===== src/hdl/hxc_pkg.sv =====
// Shared types, constants and the composition micro-program of the transform composer.
// Depends on nothing; hxc_ctrl, hxc_dp and the top level import it.
package hxc_pkg;

  localparam int MAX_BONES = 256;
  localparam int AddrW = (MAX_BONES > 1) ? $clog2(MAX_BONES) : 1;

  localparam int ProgLen = 44;
  localparam int SqrtSteps = 31;
  localparam int DivSteps = 15;

  // Element 0 of q is w; elements 0..2 of p and s are x, y, z.
  typedef struct packed {
    logic [3:0][15:0] q;
    logic [2:0][31:0] p;
    logic [2:0][31:0] s;
  } xf_t;

  localparam int XfW = $bits(xf_t);

  typedef enum logic [4:0] {
    SRC_ZERO,
    SRC_PQW, SRC_PQX, SRC_PQY, SRC_PQZ,
    SRC_LQW, SRC_LQX, SRC_LQY, SRC_LQZ,
    SRC_PS0, SRC_PS1, SRC_PS2,
    SRC_LS0, SRC_LS1, SRC_LS2,
    SRC_LP0, SRC_LP1, SRC_LP2,
    SRC_M0, SRC_M1, SRC_M2, SRC_M3,
    SRC_V0, SRC_V1, SRC_V2,
    SRC_UV0, SRC_UV1, SRC_UV2,
    SRC_K
  } src_e;

  typedef enum logic [2:0] {
    ACC_NOP, ACC_LD, ACC_ADD, ACC_SUB, ACC_ADD2, ACC_SUB2
  } acc_op_e;

  typedef enum logic [4:0] {
    WB_NONE,
    WB_C0, WB_C1, WB_C2, WB_C3,
    WB_SUM,
    WB_WS0, WB_WS1, WB_WS2,
    WB_V0, WB_V1, WB_V2,
    WB_UV0, WB_UV1, WB_UV2,
    WB_P0, WB_P1, WB_P2
  } wb_e;

  typedef struct packed {
    src_e    a;
    src_e    b;
    acc_op_e op;
    wb_e     wb;
  } uop_t;

  localparam uop_t UopNop = '{SRC_ZERO, SRC_ZERO, ACC_NOP, WB_NONE};

  typedef struct packed {
    logic load_in;
    logic ram_rd;
    uop_t uop;
    logic sqrt_start;
    logic sqrt_step;
    logic div_start;
    logic div_step;
    logic finish;
  } hxc_cmd_t;

  typedef struct packed {
    logic root;
  } hxc_sts_t;

  // One multiply-accumulate per step; a destination is not read until the step that writes it
  // has passed the product, accumulator and write-back registers.
  function automatic uop_t uprog(input logic [5:0] step);
    uop_t u;
    u = UopNop;
    case (step)
      6'd0:  u = '{SRC_PQW, SRC_LQW, ACC_LD,   WB_NONE};
      6'd1:  u = '{SRC_PQX, SRC_LQX, ACC_SUB,  WB_NONE};
      6'd2:  u = '{SRC_PQY, SRC_LQY, ACC_SUB,  WB_NONE};
      6'd3:  u = '{SRC_PQZ, SRC_LQZ, ACC_SUB,  WB_C0};
      6'd4:  u = '{SRC_PQW, SRC_LQX, ACC_LD,   WB_NONE};
      6'd5:  u = '{SRC_PQX, SRC_LQW, ACC_ADD,  WB_NONE};
      6'd6:  u = '{SRC_PQY, SRC_LQZ, ACC_ADD,  WB_NONE};
      6'd7:  u = '{SRC_PQZ, SRC_LQY, ACC_SUB,  WB_C1};
      6'd8:  u = '{SRC_PQW, SRC_LQY, ACC_LD,   WB_NONE};
      6'd9:  u = '{SRC_PQX, SRC_LQZ, ACC_SUB,  WB_NONE};
      6'd10: u = '{SRC_PQY, SRC_LQW, ACC_ADD,  WB_NONE};
      6'd11: u = '{SRC_PQZ, SRC_LQX, ACC_ADD,  WB_C2};
      6'd12: u = '{SRC_PQW, SRC_LQZ, ACC_LD,   WB_NONE};
      6'd13: u = '{SRC_PQX, SRC_LQY, ACC_ADD,  WB_NONE};
      6'd14: u = '{SRC_PQY, SRC_LQX, ACC_SUB,  WB_NONE};
      6'd15: u = '{SRC_PQZ, SRC_LQW, ACC_ADD,  WB_C3};
      6'd16: u = '{SRC_PS0, SRC_LS0, ACC_LD,   WB_WS0};
      6'd17: u = '{SRC_PS1, SRC_LS1, ACC_LD,   WB_WS1};
      6'd18: u = '{SRC_PS2, SRC_LS2, ACC_LD,   WB_WS2};
      6'd19: u = '{SRC_PS0, SRC_LP0, ACC_LD,   WB_V0};
      6'd20: u = '{SRC_PS1, SRC_LP1, ACC_LD,   WB_V1};
      6'd21: u = '{SRC_PS2, SRC_LP2, ACC_LD,   WB_V2};
      6'd22: u = '{SRC_M0,  SRC_M0,  ACC_LD,   WB_NONE};
      6'd23: u = '{SRC_M1,  SRC_M1,  ACC_ADD,  WB_NONE};
      6'd24: u = '{SRC_M2,  SRC_M2,  ACC_ADD,  WB_NONE};
      6'd25: u = '{SRC_M3,  SRC_M3,  ACC_ADD,  WB_SUM};
      6'd26: u = '{SRC_PQY, SRC_V2,  ACC_LD,   WB_NONE};
      6'd27: u = '{SRC_PQZ, SRC_V1,  ACC_SUB,  WB_UV0};
      6'd28: u = '{SRC_PQZ, SRC_V0,  ACC_LD,   WB_NONE};
      6'd29: u = '{SRC_PQX, SRC_V2,  ACC_SUB,  WB_UV1};
      6'd30: u = '{SRC_PQX, SRC_V1,  ACC_LD,   WB_NONE};
      6'd31: u = '{SRC_PQY, SRC_V0,  ACC_SUB,  WB_UV2};
      6'd32: u = '{SRC_V0,  SRC_K,   ACC_LD,   WB_NONE};
      6'd33: u = '{SRC_PQW, SRC_UV0, ACC_ADD2, WB_NONE};
      6'd34: u = '{SRC_PQY, SRC_UV2, ACC_ADD2, WB_NONE};
      6'd35: u = '{SRC_PQZ, SRC_UV1, ACC_SUB2, WB_P0};
      6'd36: u = '{SRC_V1,  SRC_K,   ACC_LD,   WB_NONE};
      6'd37: u = '{SRC_PQW, SRC_UV1, ACC_ADD2, WB_NONE};
      6'd38: u = '{SRC_PQZ, SRC_UV0, ACC_ADD2, WB_NONE};
      6'd39: u = '{SRC_PQX, SRC_UV2, ACC_SUB2, WB_P1};
      6'd40: u = '{SRC_V2,  SRC_K,   ACC_LD,   WB_NONE};
      6'd41: u = '{SRC_PQW, SRC_UV2, ACC_ADD2, WB_NONE};
      6'd42: u = '{SRC_PQX, SRC_UV1, ACC_ADD2, WB_NONE};
      6'd43: u = '{SRC_PQY, SRC_UV0, ACC_SUB2, WB_P2};
      default: u = UopNop;
    endcase
    return u;
  endfunction

endpackage


===== src/hdl/hxc_ctrl.sv =====
// Sequencing state machine of the transform composer: drives the datapath commands.
// Depends on hxc_pkg.
module hxc_ctrl import hxc_pkg::*; (
  input  logic     clk_i,
  input  logic     rst_ni,
  input  logic     in_valid_i,
  output logic     in_ready_o,
  input  logic     out_ready_i,
  output logic     out_valid_o,
  input  hxc_sts_t sts_i,
  output hxc_cmd_t cmd_o
);

  typedef enum logic [2:0] {
    ST_IDLE, ST_READ, ST_PROG, ST_SQINIT, ST_SQRT, ST_DVINIT, ST_DIV, ST_DONE
  } state_e;

  state_e     state_q;
  logic [5:0] cnt_q;
  logic       out_valid_q;
  logic       can_finish;

  assign in_ready_o = (state_q == ST_IDLE);
  assign out_valid_o = out_valid_q;
  assign can_finish = (state_q == ST_DONE) && (!out_valid_q || out_ready_i);

  always_comb begin
    cmd_o = '0;
    cmd_o.uop = UopNop;
    cmd_o.load_in = in_valid_i && (state_q == ST_IDLE);
    cmd_o.ram_rd = (state_q == ST_READ);
    if (state_q == ST_PROG) begin
      cmd_o.uop = uprog(cnt_q);
    end
    cmd_o.sqrt_start = (state_q == ST_SQINIT);
    cmd_o.sqrt_step = (state_q == ST_SQRT);
    cmd_o.div_start = (state_q == ST_DVINIT);
    cmd_o.div_step = (state_q == ST_DIV);
    cmd_o.finish = can_finish;
  end

  always_ff @(posedge clk_i or negedge rst_ni) begin
    if (!rst_ni) begin
      state_q <= ST_IDLE;
      cnt_q <= '0;
      out_valid_q <= 1'b0;
    end else begin
      if (can_finish) begin
        out_valid_q <= 1'b1;
      end else if (out_ready_i) begin
        out_valid_q <= 1'b0;
      end
      case (state_q)
        ST_IDLE: begin
          if (in_valid_i) begin
            state_q <= ST_READ;
          end
        end
        ST_READ: begin
          cnt_q <= '0;
          state_q <= sts_i.root ? ST_DONE : ST_PROG;
        end
        ST_PROG: begin
          cnt_q <= cnt_q + 6'd1;
          if (cnt_q == 6'(ProgLen - 1)) begin
            state_q <= ST_SQINIT;
          end
        end
        ST_SQINIT: begin
          cnt_q <= '0;
          state_q <= ST_SQRT;
        end
        ST_SQRT: begin
          cnt_q <= cnt_q + 6'd1;
          if (cnt_q == 6'(SqrtSteps - 1)) begin
            state_q <= ST_DVINIT;
          end
        end
        ST_DVINIT: begin
          cnt_q <= '0;
          state_q <= ST_DIV;
        end
        ST_DIV: begin
          cnt_q <= cnt_q + 6'd1;
          if (cnt_q == 6'(DivSteps - 1)) begin
            state_q <= ST_DONE;
          end
        end
        ST_DONE: begin
          if (can_finish) begin
            state_q <= ST_IDLE;
          end
        end
        default: state_q <= ST_IDLE;
      endcase
    end
  end

endmodule


===== config.mk =====
export PLATFORM = sky130hd
export DESIGN_NAME = hxc_ctrl
export DESIGN_NICKNAME = d
export VERILOG_FILES = /design/src/hdl/hxc_pkg.sv /design/src/hdl/hxc_ctrl.sv
export SDC_FILE = /design/constraint.sdc
export NUM_CORES = 1
export LEC_CHECK = 0
export BUFFER_PORTS_ARGS = -buffer_cell sky130_fd_sc_hd__buf_2
export CORE_ASPECT_RATIO = 0.6
export CORE_MARGIN = 2
export CORE_UTILIZATION = 40
export CTS_CLUSTER_DIAMETER = 40
export CTS_CLUSTER_SIZE = 16
export DETAILED_ROUTE_END_ITERATION = 8
export HOLD_SLACK_MARGIN = 0.02
export SKIP_LAST_GASP = 1
export SYNTH_ARGS = -nofsm -noshare
export SYNTH_HDL_FRONTEND = slang
export SYNTH_SLANG_ARGS = --single-unit
export TNS_END_PERCENT = 5

===== constraint.sdc =====
create_clock -name clk_i -period 2.7 [get_ports clk_i]
set_input_delay 0.135 -clock clk_i [delete_from_list [all_inputs] [get_ports clk_i]]
set_output_delay 0.135 -clock clk_i [all_outputs]
set_load 0.005 [all_outputs]

* Yosys cells after proc, flatten, opt, wreduce, memory -nomap -nowiden *
Memories as Yosys holds them, arrays and structs flattened.
Cells that the tools add are included.
W data, S select, Z words.

cells by class
  equality and inequality tests = 15
  reductions and logical operators = 10
  add/sub/neg operators = 1
  muxes and demuxes = 11

operator list
  kind                   count
  $pmux W3 S8            1
  $mux W18               1
  $mux W3                6
  $eq A3 B3 Y1 const B   4
  $pmux W6 S2            1
  $add A6 B1 Y6 const B  1
  $eq A3 B2 Y1 const B   2
  $eq A6 B4 Y1 const B   1
  $eq A6 B5 Y1 const B   1
  $eq A6 B6 Y1 const B   1
  $ne A2 B1 Y1 const B   3
  $reduce_or A3 Y1       2
  $reduce_and A5 Y1      1
  $ne A2 B2 Y1 const B   2
  $reduce_bool A2 Y1     2
  $eq A3 B1 Y1 const B   1
  $logic_not A3 Y1       1
  $logic_and A1 B1 Y1    2
  $mux W1                2
  $logic_not A1 Y1       1
  $logic_or A1 B1 Y1     1

word-level totals
  output and inout port bits = 27
  register bits = 10
  word-level logic and storage cells = 41
  memories = 1
  bits in read-only memories = 1152
  bits of input ports = 5

memories
  name              depth  bits a word  read ports  clocked after memory_dff  write ports  line           source
  (name not given)  64     18           1           0                         0            hxc_pkg.sv:77  case (step)

* Longest topological paths before layout *
Gate-level depths: netlist of the first run.

  depth in word-level cells = 5
  gate-level depth with buffers = 8
  depth with buffers taken out = 6

* Worst setup path before layout of the first run *
No wires, ideal clock.

  path type = register -> output
  start point = register cnt_q[0]
  end point = output cmd_o[20] in the netlist's numbering
  data required time = 2565 ps
  arrival time = 2111 ps
  path buffers = 2
  cell stages (with the launch flop) = 8
  path slack = 454 ps
  cells stage by stage = dfrtp_1 buf_2 inv_1 ha_1 clkbuf_1 nand2b_1 or4b_4 a221oi_2

RTL lines
  element                   line            source
  start: declaration        hxc_ctrl.sv:19  logic [5:0] cnt_q;
  start signal: assignment  hxc_ctrl.sv:64  cnt_q <= cnt_q + 6'd1;
  start signal: assignment  hxc_ctrl.sv:74  cnt_q <= cnt_q + 6'd1;
  start signal: assignment  hxc_ctrl.sv:84  cnt_q <= cnt_q + 6'd1;
  end: declaration          hxc_ctrl.sv:11  output hxc_cmd_t cmd_o

==> reports/qor.csv, run 1 <==
metric;value;unit
status;finished clean;
cp_max_fo;8;
drv_slew;0;
grt_use_total;21.17;%
yosysSeqAreaShare;15.35;%
num_vias;1650;
synth_area_leaders;dfrtp_1, ha_1, o21ai_0;
ios;32;
setup_ws;313.2;ps
start_util;43.06;%
cp.depth;6;
grt_pass1_wl;7514;um
vdd_ir_drop_max;368.9;uV
dp_hpwl;3444;um
drive_gt1_share;24.47;%
cts_sinks;10;
clkPwrFrac;12.3;%
diodes;0;
wirelength;4513;um
synth_ff_type;dfrtp_1;
post-place-ws;595.0;ps
syn_area;1630;um^2
slowest_stage;or4b_4;
synth_largest_area_cell;dfrtp_1;
power_density;822.7;nW/um^2
setup_viol;0;
grt_pass1_vias;1433;
antenna_found_initial;0;
netSwitchingFraction;47.44;%
post_drt_wl_per_cell;15.89;um
async_flop_share;100.0;%
crit_type;flip-flop to output pin;
grt_max_degree;22;
cp_data_required_time;2570;ps
cts_tree;built;
drt-initial-drc-count;197;
fin_crit_sh;88.40;%
tightestPinTransition;686.2;ps
critPathTopFamily;simple AND/OR/NAND/NOR gates;
cap_violations;0;
whs_endpoint;out_valid_o;
dpl_cell_area;1802;um^2
synthesis.nets;235;
place_congestion;0.9683;
min_path_type;primary input to flip-flop;
fin_crit;2387;ps
coreArea;3786;um^2
hp-start;out_ready_i;
gr-total-overflow;0;
mostFrequentLayoutCells;buf_2, ha_1, nand2_1;
cts-root-buf;clkbuf_8;
synth.avg_cell_area;7.727;um^2
tns;0;ps
die_h;53.45;um
ff_latch_area;250.2;um^2
syn_inst;211;
stdcell_area;1867;um^2
insertion_delay;240;ps
min_path_cells;2;
internal-power;0.0008071;W
rsz0062_at_grt;false;
pwr-share-seq;18.1;%
synth_cell_types;56;
synth_top_area_share;15.35;%
layout.nets;262;
arrival;2250;ps
worstPathCellList;inv_1 > ha_1 > nand2b_1 > or4b_4 > a221oi_2 > buf_2;
cts.path.max_buffers;2;
r2r_slack;700;ps
relSlewSlack;54.25;%
yosys_warnings;0;
die-area;4619;um^2
r2r_cells;7;
cts_resized;0;
rows;17;
drc_errors;0;
fillers;393;
netSwitchingPower;0.0007286;W
synth-edff-count;0;
synthToLayoutAreaGrowth;14.50;%
cts_max_level;1;
p_comb_share;69.6;%
clk_pin_slew;50;ps
fin_util;49.31;%
cpPeakStageDelay;480;ps
fmaxAchievable;419.0;MHz
crit_buf_inv;2;
ys_ff_latch;10;
hold_viol_final;0;
die_x;86.42;um
numCtsBuffers;3;
critPathCaptureType;output pin;
start_kind;flip-flop;
ant_nets;0;
fin_skew;4.106;ps
postCtsSetupRepairBufs;0;
final_common_cell;buf_2;
reg2reg_to;state_q[1];
io_buffers;31;
multi_input_area;1232;um^2
drtPass1Iterations;4;
rr_startpoint;state_q[0];
avgViaCountPerCell;5.810;
leakage;0.8530;nW
-- worst register-to-register path: stages, from the launching register on --
cell and delay [ps]:
dfrtp_1 390, inv_1 110, ha_1 320, nand2b_1 90
buf_4 180, a41oi_1 220, o21bai_1 210, mux2_2 370
-- cells by family (layout without fill, tap and decap cells) --
kind of cell | after synthesis | after routing | synth area share (%)
AND/OR/NAND/NOR | 75 | 75 | 24.10
AO/OA/AOI/OAI | 66 | 66 | 28.01
buffers and inverters | 29 | 55 | 9.055
adder cells (fa/ha/maj) | 19 | 19 | 14.58
flip-flops | 10 | 10 | 15.35
multiplexers | 9 | 9 | 7.291
XOR/XNOR | 3 | 3 | 1.612
-- through the flow --
stage               std cells  power [W]  hold slack [ps]
finish                    284   0.001536            125.3
global placement          279   0.001333            12.87
floorplan                 211   0.001053           -160.6
CTS                       284   0.001524            127.4
detailed placement        279   0.001322            13.02
global route              284   0.001679            144.6
-- power by group through the flow --
stage,combinational (W),clock [W],sequential (W)
final,0.00107,0.000189,0.000278
after detailed placement,0.00104,0,0.000279
after global routing,0.00119,0.000204,0.000288
after CTS,0.00105,0.000194,0.000276
after global placement,0.00106,0,0.000278
after floorplan,0.000796,0,0.000257
-- synth_stat cells (all sizes together) (2+ instances only) --
library cell / count
ha: 19
nand2: 18
nor2: 16
o21ai: 15
a21oi: 13
buf: 13
a211oi: 10
dfrtp: 10
inv: 10
nor2b: 8
nor3: 7
and2: 6
clkbuf: 6
nand2b: 6
mux2i: 4
a31oi: 3
mux2: 3
a21o: 2
a221oi: 2
a22o: 2
a2bb2oi: 2
a31o: 2
a41oi: 2
mux4: 2
nand3: 2
o22ai: 2
o31ai: 2
o32ai: 2
or2: 2
xnor2: 2
-- registers in the layout, summed over array words and instances, names as in the netlist --
name and count:
out_valid_o 1, cnt_q 6, state_q 3
-- metal layers --
metal / up-vias / routed length [um] / GRT usage [%]
li1: 818 / - / -
met1: 748 / 2331 / 34.98
met2: 82 / 1678 / 26.54
met3: 2 / 487 / 5.304
met4: 0 / 15 / 2.344
met5: - / 0 / 0
-- timing repair --
item | CTS | global route
endpoints found under the setup margin | 0 | 0
hold endpoints to repair | 10 | 0
hold buffers | 1 | 0
-- worst max path at each step --
stage	from	endpoint	slack [ps]
after floorplan	cnt_q[0]	cmd_o[20]	450
after global placement	cnt_q[1]	cmd_o[20]	620
after detailed placement	cnt_q[1]	cmd_o[20]	600
after CTS	cnt_q[1]	cmd_o[20]	330
after global routing	cnt_q[1]	cmd_o[20]	190
final	cnt_q[1]	cmd_o[20]	310
-- cell type report --
| type | count | share of cell area, % |
|---|---|---|
| multi-input cells | 172 | 66.02 |
| well taps | 47 | 3.150 |
| clock buffers | 4 | 2.949 |
| flip-flops and latches | 10 | 13.40 |
| repair buffers | 41 | 12.47 |
| inverters | 10 | 2.011 |
(Power assumes the default switching activity.)
==> inputs of run 2 (changes only) <==
--- a/config.mk
+++ b/config.mk
@@ -13,6 +13,7 @@
 export CTS_CLUSTER_SIZE = 16
 export DETAILED_ROUTE_END_ITERATION = 8
 export HOLD_SLACK_MARGIN = 0.02
+export PLACE_DENSITY = 0.69
 export SKIP_LAST_GASP = 1
 export SYNTH_ARGS = -nofsm -noshare
 export SYNTH_HDL_FRONTEND = slang
==> run 2 against run 1 <==
Net effect:
- cell count down 0.70%
- critical path depth did not move
- total power fell by 0.98%
- sequential cell count unchanged
- sequential share of layout area barely moved
- die area is the same
- first-iteration DRC count is 5.6% lower
- largest power group unchanged
==> reports/qor.csv, run 2 (synthesis gave the netlist of run 1 again) <==
metric;value;unit;change
antenna_found_initial;0;;unchanged
leakage;0.8459;nW;was 0.8530 nW
layout.nets;260;;was 262
grt_pass1_wl;7465;um;was 7514 um
largest_reg_flops;6;;unchanged
stdcell_area;1864;um^2;was 1867 um^2
startpoint;cnt_q[1];;unchanged
wl_met2;1799;um;was 1678 um
arrival;2220;ps;was 2250 ps
cp_max_fo;8;;unchanged
slowest_stage;or4b_4;;unchanged
internal-power;0.0007997;W;was 0.0008071 W
drv_slew;0;;unchanged
dp_hpwl;3384;um;was 3444 um
postCtsSetupRepairBufs;0;;unchanged
relSlewSlack;49.30;%;was 54.25%
top_register;cnt_q;;unchanged
crit_end;cmd_o[20];;unchanged
reg2reg_to;state_q[1];;unchanged
critPathTopFamily;simple AND/OR/NAND/NOR gates;;unchanged
grt_pass1_vias;1472;;was 1433
diodes;0;;unchanged
grt_max_degree;21;;was 22
start_kind;flip-flop;;unchanged
top_layer_used;met4;;unchanged
hp-start;out_ready_i;;unchanged
synthToLayoutAreaGrowth;14.35;%;was 14.50%
cts-root-buf;clkbuf_8;;unchanged
die-area;4619;um^2;unchanged
rr_startpoint;state_q[0];;unchanged
cts_max_level;1;;unchanged
drc_errors;0;;unchanged
fin_crit;2360;ps;was 2387 ps
rsz0062_at_grt;false;;unchanged
worstPathCellList;inv_1 > ha_1 > nand2b_1 > or4b_4 > a221oi_2 > buf_2;;unchanged
tightestPinTransition;760.5;ps;was 686.2 ps
fin_crit_sh;87.39;%;was 88.40%
fmaxAchievable;423.8;MHz;was 419.0 MHz
gr-total-overflow;0;;unchanged
wl_met3;588;um;was 487 um
coreArea;3786;um^2;unchanged
num_vias;1667;;was 1650
power_density;815.7;nW/um^2;was 822.7 nW/um^2
r2r_cells;6;;was 7
cp_data_required_time;2570;ps;about the same
clkPwrFrac;12.5;%;was 12.3%
status;finished clean;;unchanged
drtPass1Iterations;5;;was 4
pwr-share-seq;18.1;%;about the same
insertion_delay;240;ps;about the same
grt_use_total;21.06;%;was 21.17%
ant_nets;0;;unchanged
setup_viol;0;;unchanged
drt-initial-drc-count;186;;was 197
start_util;43.06;%;unchanged
critPathCaptureType;output pin;;unchanged
holdBufCountCts;1;;unchanged
cts_sinks;10;;unchanged
final_common_cell;buf_2;;unchanged
mostFrequentLayoutCells;buf_2, ha_1, nand2_1;;unchanged
min_path_type;primary input to flip-flop;;unchanged
io_buffers;31;;unchanged
p_comb_share;69.4;%;was 69.6%
r2r_slack;580;ps;was 700 ps
avgViaCountPerCell;5.911;;was 5.810
wirelength;4571;um;was 4513 um
tns;0;ps;unchanged
clk_pin_slew;50;ps;about the same
place_congestion;1.017;;was 0.9683
ios;32;;unchanged
die_x;86.42;um;unchanged
cp.depth;6;;unchanged
post_drt_wl_per_cell;16.21;um;was 15.89 um
cts_tree;built;;unchanged
crit_buf_inv;2;;unchanged
netSwitchingPower;0.0007209;W;was 0.0007286 W
numCtsBuffers;3;;unchanged
netSwitchingFraction;47.41;%;was 47.44%
fin_skew;1.980;ps;was 4.106 ps
crit_type;flip-flop to output pin;;unchanged
cts.path.max_buffers;2;;unchanged
die_h;53.45;um;unchanged
rows;17;;unchanged
dpl_cell_area;1799;um^2;was 1802 um^2
met1_length;2173;um;was 2331 um
hold_viol_final;0;;unchanged
cap_violations;0;;unchanged
cts_resized;0;;unchanged
drive_gt1_share;23.83;%;was 24.47%
vdd_ir_drop_max;355.4;uV;was 368.9 uV
cpPeakStageDelay;470;ps;was 480 ps
run 2: worst min-delay path by stage:
stage          slack (ps)  cells after the start           to
2_1_floorplan        -160                      0     cnt_q[0]
3_3_place_gp           10                      1     cnt_q[3]
3_5_place_dp           20                      1     cnt_q[3]
4_1_cts               110                      2  out_valid_o
5_1_grt               160                      2  out_valid_o
6_report              120                      2  out_valid_o
run 2: final cells by class:
class                           instances  area (um^2)
Fill cell                             372         1922
Multi-Input combinational cell        172         1232
Sequential cell                        10        250.2
Timing Repair Buffer                   39        230.2
Tap cell                               47        58.81
Clock buffer                            4        55.05
Inverter                               10        37.54
run 2: per-stage QoR:
stage	hold WS (ps)	power (W)	setup slack, ps	instances	utilization, %
after CTS	113.7	0.001509	336.7	282	49.24
after global routing	158.6	0.001661	193.9	282	49.24
after global placement	14.25	0.001309	640.3	277	47.52
after detailed placement	17.48	0.001309	597.1	277	47.52
final	117.4	0.001521	340.4	282	49.24
after floorplan	-160.6	0.001053	453.9	211	-
run 2: worst register-to-register path, stage by stage (launching register included):
cell and delay (ps):
dfrtp_1 390, inv_1 110, ha_1 310, nand2b_1 320, a41oi_1 320, o21bai_1 190, mux2_2 360
run 2: per-layer routing:
layer / track usage [%] / vias up
met5: 0 / -
met4: 3.385 / 0
met3: 7.956 / 2
met2: 28.21 / 85
met1: 31.51 / 772
li1: - / 808
run 2: power groups by stage:
stage	registers [W]	clock network, W	logic [W]
3_3_place_gp	0.000276	0	0.00103
3_5_place_dp	0.000277	0	0.00103
2_1_floorplan	0.000257	0	0.000796
6_report	0.000276	0.000190	0.00105
5_1_grt	0.000290	0.000198	0.00117
4_1_cts	0.000275	0.000191	0.00104
